### src/rtl/sexpr_token_scanner_defines.svh
// ----------------------------------------------------------------------------
// sexpr_token_scanner assertion macros
// Concurrent assertion shorthands, compiled out with NO_ASSERTIONS.
// ----------------------------------------------------------------------------
`ifndef SEXPR_TOKEN_SCANNER_DEFINES_SVH
`define SEXPR_TOKEN_SCANNER_DEFINES_SVH

`ifndef NO_ASSERTIONS
// Same-cycle implication.
`define STS_ASSERT_IMPL(lbl, clk, rstn, ante, cons, msg) \
  lbl: assert property (@(posedge clk) disable iff (!rstn) (ante) |-> (cons)) \
    else $error(msg);
// Next-cycle implication.
`define STS_ASSERT_NEXT(lbl, clk, rstn, ante, cons, msg) \
  lbl: assert property (@(posedge clk) disable iff (!rstn) (ante) |=> (cons)) \
    else $error(msg);
`else
`define STS_ASSERT_IMPL(lbl, clk, rstn, ante, cons, msg)
`define STS_ASSERT_NEXT(lbl, clk, rstn, ante, cons, msg)
`endif

`endif

### src/rtl/sts_pkg.sv
// ----------------------------------------------------------------------------
// sts_pkg
// Types, character codes and helpers shared by the s-expression scanner.
// ----------------------------------------------------------------------------
package sts_pkg;

  parameter int MAX_WORD_DEF = 128;
  parameter int FIFO_DEPTH   = 4;
  localparam int FifoPtrW    = $clog2(FIFO_DEPTH);
  localparam int FifoCntW    = $clog2(FIFO_DEPTH + 1);

  localparam logic [6:0] KW_LEN = 7'd5;

  localparam logic [7:0] CH_HASH  = 8'h23;
  localparam logic [7:0] CH_SEMI  = 8'h3B;
  localparam logic [7:0] CH_OPEN  = 8'h28;
  localparam logic [7:0] CH_CLOSE = 8'h29;
  localparam logic [7:0] CH_APOS  = 8'h27;
  localparam logic [7:0] CH_DQUOT = 8'h22;
  localparam logic [7:0] CH_LF    = 8'h0A;
  localparam logic [7:0] CH_CR    = 8'h0D;
  localparam logic [7:0] CH_TAB   = 8'h09;
  localparam logic [7:0] CH_SPACE = 8'h20;

  typedef enum logic [2:0] {
    KIND_OPEN     = 3'd0,
    KIND_CLOSE    = 3'd1,
    KIND_QUOTE    = 3'd2,
    KIND_NEWLINE  = 3'd3,
    KIND_EOF      = 3'd4,
    KIND_WORDCHAR = 3'd5,
    KIND_WORDEND  = 3'd6
  } kind_e;

  typedef enum logic [3:0] {
    MODE_BETWEEN = 4'b0001,
    MODE_COMMENT = 4'b0010,
    MODE_BARE    = 4'b0100,
    MODE_QUOTED  = 4'b1000
  } mode_e;

  typedef struct packed {
    kind_e      kind;
    logic [7:0] out_char;
    logic [6:0] word_length;
    logic       quote_keyword;
    logic       too_long;
    logic       last;
  } result_t;

  // Up to two results per request, in order.
  typedef struct packed {
    logic [1:0] n;
    result_t    r0;
    result_t    r1;
  } push_t;

  typedef struct packed {
    logic                room;
    logic                empty;
    logic [FifoCntW-1:0] count;
  } fifo_status_t;

  function automatic logic [7:0] kw_char(logic [2:0] idx);
    logic [7:0] c;
    case (idx)
      3'd0:    c = 8'h71;
      3'd1:    c = 8'h75;
      3'd2:    c = 8'h6F;
      3'd3:    c = 8'h74;
      3'd4:    c = 8'h65;
      default: c = 8'h00;
    endcase
    return c;
  endfunction

  function automatic logic [6:0] word_cap(int max_word);
    int cap;
    cap = (max_word - 1 < 127) ? max_word - 1 : 127;
    return 7'(cap);
  endfunction

endpackage

### src/rtl/sts_scan_core.sv
// ----------------------------------------------------------------------------
// sts_scan_core
// Scan mode and word state, and the token results of one registered request.
// ----------------------------------------------------------------------------
module sts_scan_core #(
  parameter int MAX_WORD = sts_pkg::MAX_WORD_DEF
) (
  input  logic          clk_i,
  input  logic          rst_ni,
  input  logic          fire_i,
  input  logic [7:0]    ch_i,
  input  logic          eof_i,
  output sts_pkg::push_t push_o
);
  import sts_pkg::*;

  localparam logic [6:0] WordCap = word_cap(MAX_WORD);

  mode_e      mode_q, mode_d;
  logic [6:0] cnt_q, cnt_d;
  logic       kw_q, kw_d;
  logic       ovf_q, ovf_d;

  logic       is_ws, is_cmt, is_delim, is_nl_cr;
  logic       flush, bare, run_between, take, start;
  logic       vb;
  result_t    rb, rend;
  logic [6:0] base_cnt;
  logic       base_kw, base_ovf;

  assign is_ws    = (ch_i == CH_SPACE) || (ch_i == CH_TAB) || (ch_i == CH_CR);
  assign is_cmt   = (ch_i == CH_HASH) || (ch_i == CH_SEMI);
  assign is_nl_cr = eof_i || (ch_i == CH_LF) || (ch_i == CH_CR);
  assign is_delim = is_nl_cr || is_cmt || (ch_i == CH_OPEN) || (ch_i == CH_CLOSE)
                    || (ch_i == CH_SPACE);

  always_comb begin
    flush       = 1'b0;
    bare        = 1'b0;
    run_between = 1'b0;
    take        = 1'b0;
    start       = 1'b0;
    mode_d      = mode_q;
    vb          = 1'b0;
    rb          = '0;
    rb.kind     = KIND_OPEN;

    unique case (mode_q)
      MODE_BETWEEN: run_between = 1'b1;
      MODE_COMMENT: run_between = eof_i || (ch_i == CH_LF);
      MODE_BARE: begin
        if (is_delim) begin
          flush       = 1'b1;
          bare        = 1'b1;
          run_between = 1'b1;
        end else begin
          take = 1'b1;
        end
      end
      MODE_QUOTED: begin
        if (is_nl_cr) begin
          flush       = 1'b1;
          run_between = 1'b1;
        end else if (ch_i == CH_DQUOT) begin
          flush = 1'b1;
        end else begin
          take = 1'b1;
        end
      end
      default: run_between = 1'b1;
    endcase

    if (flush) begin
      mode_d = MODE_BETWEEN;
    end

    if (run_between) begin
      mode_d = MODE_BETWEEN;
      if (eof_i) begin
        vb      = 1'b1;
        rb.kind = KIND_EOF;
      end else if (is_ws) begin
        vb = 1'b0;
      end else if (is_cmt) begin
        mode_d = MODE_COMMENT;
      end else if (ch_i == CH_OPEN) begin
        vb      = 1'b1;
        rb.kind = KIND_OPEN;
      end else if (ch_i == CH_CLOSE) begin
        vb      = 1'b1;
        rb.kind = KIND_CLOSE;
      end else if (ch_i == CH_APOS) begin
        vb      = 1'b1;
        rb.kind = KIND_QUOTE;
      end else if (ch_i == CH_LF) begin
        vb      = 1'b1;
        rb.kind = KIND_NEWLINE;
      end else if (ch_i == CH_DQUOT) begin
        mode_d = MODE_QUOTED;
        start  = 1'b1;
      end else begin
        mode_d = MODE_BARE;
        start  = 1'b1;
        take   = 1'b1;
      end
    end

    if (take) begin
      vb          = 1'b1;
      rb.kind     = KIND_WORDCHAR;
      rb.out_char = ch_i;
    end
  end

  // A word end or a fresh word restarts the counters.
  always_comb begin
    base_cnt = (flush || start) ? 7'd0 : cnt_q;
    base_kw  = (flush || start) ? 1'b1 : kw_q;
    base_ovf = (flush || start) ? 1'b0 : ovf_q;
    cnt_d    = base_cnt;
    kw_d     = base_kw;
    ovf_d    = base_ovf;
    if (take) begin
      kw_d = base_kw && (base_cnt < KW_LEN) && (ch_i == kw_char(base_cnt[2:0]));
      if (base_cnt >= WordCap) begin
        ovf_d = 1'b1;
      end else begin
        cnt_d = base_cnt + 7'd1;
      end
    end
  end

  always_comb begin
    rend               = '0;
    rend.kind          = KIND_WORDEND;
    rend.word_length   = cnt_q;
    rend.too_long      = ovf_q;
    rend.quote_keyword = bare && kw_q && !ovf_q && (cnt_q == KW_LEN);

    push_o = '0;
    if (fire_i) begin
      if (flush) begin
        push_o.r0      = rend;
        push_o.r0.last = !vb;
        push_o.r1      = rb;
        push_o.r1.last = 1'b1;
        push_o.n       = vb ? 2'd2 : 2'd1;
      end else if (vb) begin
        push_o.r0      = rb;
        push_o.r0.last = 1'b1;
        push_o.n       = 2'd1;
      end
    end
  end

  always_ff @(posedge clk_i or negedge rst_ni) begin
    if (!rst_ni) begin
      mode_q <= MODE_BETWEEN;
      cnt_q  <= 7'd0;
      kw_q   <= 1'b1;
      ovf_q  <= 1'b0;
    end else if (fire_i) begin
      mode_q <= mode_d;
      cnt_q  <= cnt_d;
      kw_q   <= kw_d;
      ovf_q  <= ovf_d;
    end
  end

endmodule

### src/rtl/sts_out_fifo.sv
// ----------------------------------------------------------------------------
// sts_out_fifo
// Small result queue: takes up to two results a cycle, gives one a cycle while it is popped.
// ----------------------------------------------------------------------------
module sts_out_fifo (
  input  logic                  clk_i,
  input  logic                  rst_ni,
  input  sts_pkg::push_t        push_i,
  input  logic                  pop_i,
  output sts_pkg::result_t      head_o,
  output sts_pkg::fifo_status_t status_o
);
  import sts_pkg::*;

  result_t             mem_q [FIFO_DEPTH];
  logic [FifoPtrW-1:0] head_q, head_d, tail_q, tail_d, tail_p1;
  logic [FifoCntW-1:0] count_q, count_d;

  assign tail_p1 = tail_q + FifoPtrW'(1);
  assign head_o  = mem_q[head_q];

  assign status_o.count = count_q;
  assign status_o.empty = (count_q == '0);
  // Leave space for a two-result request, counting the head leaving now.
  assign status_o.room  = (count_q - FifoCntW'(pop_i)) <= FifoCntW'(FIFO_DEPTH - 2);

  always_comb begin
    head_d  = pop_i ? head_q + FifoPtrW'(1) : head_q;
    tail_d  = tail_q + FifoPtrW'(push_i.n);
    count_d = count_q + FifoCntW'(push_i.n) - FifoCntW'(pop_i);
  end

  always_ff @(posedge clk_i) begin
    if (push_i.n != 2'd0) begin
      mem_q[tail_q] <= push_i.r0;
    end
    if (push_i.n == 2'd2) begin
      mem_q[tail_p1] <= push_i.r1;
    end
  end

  always_ff @(posedge clk_i or negedge rst_ni) begin
    if (!rst_ni) begin
      head_q  <= '0;
      tail_q  <= '0;
      count_q <= '0;
    end else begin
      head_q  <= head_d;
      tail_q  <= tail_d;
      count_q <= count_d;
    end
  end

endmodule

### src/rtl/sexpr_token_scanner.sv
// A request passes through the input register and then the result queue before its
// first result is on the output. The scanner takes one request per cycle while
// in_stall_o is low; a request that yields two results (word end followed by a
// delimiter token) gives them on the output one after the other, as the result
// queue reads out one result at a time. Reset (rst_ni low, asynchronous) clears the
// scan mode to between tokens, the word state and both pipeline valids.
// ----------------------------------------------------------------------------
// sexpr_token_scanner
// Byte-stream lexer for s-expressions: input register, scan core, result queue.
// ----------------------------------------------------------------------------
`include "sexpr_token_scanner_defines.svh"

module sexpr_token_scanner #(
  parameter int MAX_WORD = sts_pkg::MAX_WORD_DEF
) (
  input  logic       clk_i,
  input  logic       rst_ni,
  input  logic       in_valid_i,
  output logic       in_stall_o,
  input  logic [7:0] ch_i,
  input  logic       end_of_file_i,
  output logic       out_valid_o,
  input  logic       out_stall_i,
  output logic [2:0] kind_o,
  output logic [7:0] out_char_o,
  output logic [6:0] word_length_o,
  output logic       quote_keyword_o,
  output logic       too_long_o,
  output logic       last_o
);
  import sts_pkg::*;

  localparam logic [6:0] WordCap = word_cap(MAX_WORD);

  logic         s1_valid_q, s1_valid_d;
  logic [7:0]   s1_ch_q;
  logic         s1_eof_q;
  logic         fire, pop;
  push_t        push;
  result_t      head;
  fifo_status_t fstat;

  assign pop        = out_valid_o && !out_stall_i;
  assign fire       = s1_valid_q && fstat.room;
  assign in_stall_o = s1_valid_q && !fstat.room;
  assign s1_valid_d = in_stall_o ? s1_valid_q : in_valid_i;

  always_ff @(posedge clk_i or negedge rst_ni) begin
    if (!rst_ni) begin
      s1_valid_q <= 1'b0;
    end else begin
      s1_valid_q <= s1_valid_d;
    end
  end

  // Hold the registered byte while stalled.
  always_ff @(posedge clk_i) begin
    if (in_valid_i && !in_stall_o) begin
      s1_ch_q  <= ch_i;
      s1_eof_q <= end_of_file_i;
    end
  end

  sts_scan_core #(
    .MAX_WORD(MAX_WORD)
  ) u_core (
    .clk_i (clk_i),
    .rst_ni(rst_ni),
    .fire_i(fire),
    .ch_i  (s1_ch_q),
    .eof_i (s1_eof_q),
    .push_o(push)
  );

  sts_out_fifo u_fifo (
    .clk_i   (clk_i),
    .rst_ni  (rst_ni),
    .push_i  (push),
    .pop_i   (pop),
    .head_o  (head),
    .status_o(fstat)
  );

  assign out_valid_o     = !fstat.empty;
  assign kind_o          = head.kind;
  assign out_char_o      = head.out_char;
  assign word_length_o   = head.word_length;
  assign quote_keyword_o = head.quote_keyword;
  assign too_long_o      = head.too_long;
  assign last_o          = head.last;

  `STS_ASSERT_IMPL(a_fifo_bound, clk_i, rst_ni, 1'b1,
    fstat.count <= FifoCntW'(FIFO_DEPTH), "result queue over capacity")
  `STS_ASSERT_IMPL(a_keyword_len, clk_i, rst_ni, out_valid_o && quote_keyword_o,
    (kind_o == KIND_WORDEND) && (word_length_o == KW_LEN) && !too_long_o,
    "keyword flag on a result that is not a five-character word end")
  `STS_ASSERT_IMPL(a_too_long_sat, clk_i, rst_ni, out_valid_o && too_long_o,
    word_length_o == WordCap, "too-long word length not saturated")
  `STS_ASSERT_NEXT(a_push_room, clk_i, rst_ni, fire && (push.n == 2'd2),
    fstat.count != '0, "two-result request lost in the result queue")

endmodule

### config.mk
export PLATFORM = sky130hd
export DESIGN_NAME = sexpr_token_scanner
export DESIGN_NICKNAME = d
export VERILOG_FILES = /design/src/rtl/sts_pkg.sv /design/src/rtl/sts_scan_core.sv /design/src/rtl/sts_out_fifo.sv /design/src/rtl/sexpr_token_scanner.sv
export VERILOG_INCLUDE_DIRS = /design/src /design/src/rtl
export SDC_FILE = /design/constraint.sdc
export NUM_CORES = 1
export LEC_CHECK = 0
export ABC_AREA = 1
export BUFFER_PORTS_ARGS = -buffer_cell sky130_fd_sc_hd__clkbuf_2
export CORE_UTILIZATION = 35
export DETAILED_ROUTE_END_ITERATION = 7
export PLACE_DENSITY = 0.52
export RECOVER_POWER = 100
export SYNTH_ARGS = -nofsm -noshare
export SYNTH_HDL_FRONTEND = slang
export SYNTH_HIERARCHICAL = 1
export SYNTH_SLANG_ARGS = --single-unit
### constraint.sdc
create_clock -name clk_i -period 3.6 [get_ports clk_i]
set_input_delay 0.72 -clock clk_i [delete_from_list [all_inputs] [get_ports clk_i]]
set_output_delay 0.72 -clock clk_i [all_outputs]
set_load 0.03 [all_outputs]
==> metrics <==
cts hold-fix bufs 0; Post-Synth Simple-Gate Area 0.370; Worst Path Required 3890 ps; initial antenna violation count 0; Worst setup SP type register; Top FF cell, synth edfxtp_1; Final ANT Viol Nets 0; TritonCTS Sinks 114; type of the most critical hold path in -> reg; power density over the cells 860 nW/µm²; Distinct cells, synth 43; final wirelength 18700 µm; TNS Setup 0 ps; area leader, netlist edfxtp_1; Synth Area per Inst 7.56 µm²; largest family of logic cells by synthesized area simple AND/OR/NAND/NOR gates; top cell type's share of synthesized area 0.387; die area 21200 µm²; vias in the first global route 5776; f_max 0.300 GHz; diode count 0; CP max FO 10; R2R cell count 15; initial drt markers 343; Slew Viols, Final 0; Worst Hold Slack 477 ps; # IOs 36; Residual DRC 0; reg2reg setup slack 270 ps; NumNets Final 1032; adder-cell area share of the yosys netlist 0.0236; Clock Latency Late Sink 420 ps; Via-to-Cell Ratio 4.69; Worst slew margin 0.0966; TritonCTS clock tree yes; sequential share of the synthesized area 0.461; Initial Util 0.356; Area Growth Syn to Fin 14.4%; outcome completed; compound-gate portion of the synthesized area 0.0248; FF+latch count, synth 114; core region area 20200 µm²; maxcap violations 0; count leader, synth nand2_1; final critical-path share of the clock period 0.925; number of flops mapped to enable cells by yosys 93; Mapped Cells 953; Vias 6039; largest cells by area after synthesis edfxtp_1 39%, nand2_1 18%, nand3_1 8.5%; Synth top cells by count 354 x nand2_1, 123 x nand3_1, 121 x inv_1, 93 x edfxtp_1, 52 x nor2_1; Leakage 4.04 nW; peak supply drop 0.390 mV; Die Height 146 µm; htree depth 4; Mapped Area 7210 µm²; largest net degree at the start of global routing 66; worst hold stages 1; clock slew at reported path FFs 50 ps; drt first pass iters 5; RSZ-0062 raised after global routing no; post-synthesis mux area share 0; Chip Width 146 µm; overall routing resource usage 0.185; number of port buffers 35; first-pass GRT wire length 30100 µm; CTS Buf Count 17; Max Clock Skew 11.6 ps; share of synthesized registers carrying an async set or reset 0.184; share of cells above drive strength 1 0.139; Clock Tree Root clkbuf_16; num rows 52; drt wl/cell 14.5 µm; crit path kind reg -> reg; fill cell count 2061; clock buffer depth 2; XOR/XNOR Fraction of Synth Area 0.00364; GRT overflow 0; hpwl dp 12600 µm; Worst EP arrival 3610 ps; Final Setup Violations 0; worst slew pin tran 1360 ps; GPL Wtd Cong 0.869; Synth Warn # 6; CP Capture Type register; shortest period the worst path allows 3330 ps; Final Hold Viols 0
[path summary, 6_finish.rpt]
path	start	endpoint
worst max-delay path	u_fifo/count_q[1]	u_fifo/mem_q[0][5]
worst min-delay path	ch_i[5]	s1_ch_q[5]
worst max register to register	u_fifo/count_q[1]	u_fifo/mem_q[0][5]
worst min register to register	u_core/kw_q	u_core/kw_q
max in group asynchronous	rst_ni	u_fifo/head_q[0]
min in group asynchronous	rst_ni	u_core/cnt_q[0]
[per-stage QoR]
stage / total power [mW] / std cells / worst slack (ps) / utilization / instance area (µm²)
5_1_grt: 7.61 / 1289 / 1.18 / 0.408 / 8250
4_1_cts: 7.23 / 1285 / 116 / 0.410 / 8290
2_1_floorplan: 4.53 / 969 / 0.386 / - / 7270
3_5_place_dp: 5.62 / 1253 / 140 / 0.382 / 7730
3_3_place_gp: 5.60 / 1253 / 212 / 0.382 / 7730
6_report: 7.09 / 1289 / 271 / 0.408 / 8250
[state kept, by name, indices dropped and copies added (netlist names), 2 cells and up]
register        flops
u_core/mode_q       4
u_fifo/mem_q       84
u_fifo/count_q      3
u_core/cnt_q        7
u_fifo/tail_q       2
s1_ch_q             8
u_fifo/head_q       2
[kinds of logic after synthesis]
kind of cell    count (synthesis)
other cells                     1
compound gates                 29
fa+ha+maj                      13
xor+xnor                        3
buf+inv                       187
simple gates                  606
flops                         114
[cells in the final DEF, fill, tap and decap left out, drive strengths merged]
cell / count
a21oi: 4
a31oi: 1
and2: 1
buf: 33
bufinv: 1
clkbuf: 69
clkinv: 7
conb: 17
dfrtp: 19
dfstp: 2
edfxtp: 93
fa: 1
ha: 12
inv: 126
nand2: 367
nand3: 127
nand3b: 2
nand4: 10
nor2: 61
nor3: 15
nor4: 2
o21ai: 20
o21bai: 1
o22ai: 1
o31ai: 1
o32ai: 1
or2: 22
xnor2: 1
xor2: 2
[layout make-up]
cell class | count | area (µm²) | share of cell area
Clock buffer | 26 | 499 | 0.0605
Timing Repair Buffer | 76 | 445 | 0.0540
Sequential cell | 114 | 3320 | 0.403
Inverter | 128 | 480 | 0.0582
Tap cell | 270 | 338 | 0.0409
Clock inverter | 6 | 58.8 | 0.00713
Multi-Input combinational cell | 669 | 3110 | 0.377
[power by group]
group / total (mW) / internal (mW) / switching, mW
logic: 3.43 / 0.975 / 2.45
clock network: 1.59 / 1.02 / 0.572
registers: 2.08 / 1.93 / 0.150
total: 7.09 / 3.92 / 3.17
[layer usage]
| layer | track usage | up-vias | wire length (µm) |
|---|---|---|---|
| met5 | 0 | - | 0 |
| met3 | 0.0370 | 30 | 826 |
| met4 | 0.0753 | 0 | 396 |
| met1 | 0.235 | 2767 | 8550 |
| li1 | - | 3105 | - |
| met2 | 0.309 | 137 | 8940 |
[worst max-delay path: stages (launching register included)]
cell and delay [ps]:
dfrtp_1 380, nor3_1 310, nor2_1 120, ha_1 210
ha_1 190, nand2_1 70, o21ai_0 70, nor2_1 180
nand2_1 80, inv_1 290, inv_1 230, nor2_1 180
clkinv_1 260, nor2_1 430, nand2_1 110, nand2_1 80
[what timing repair did]
item,CTS,global route
setup buffers,0,3
endpoints found under the setup margin,0,170
gates resized for setup,0,14
hold endpoints to repair,0,0
No activity file was read; power rests on OpenSTA's default activity.
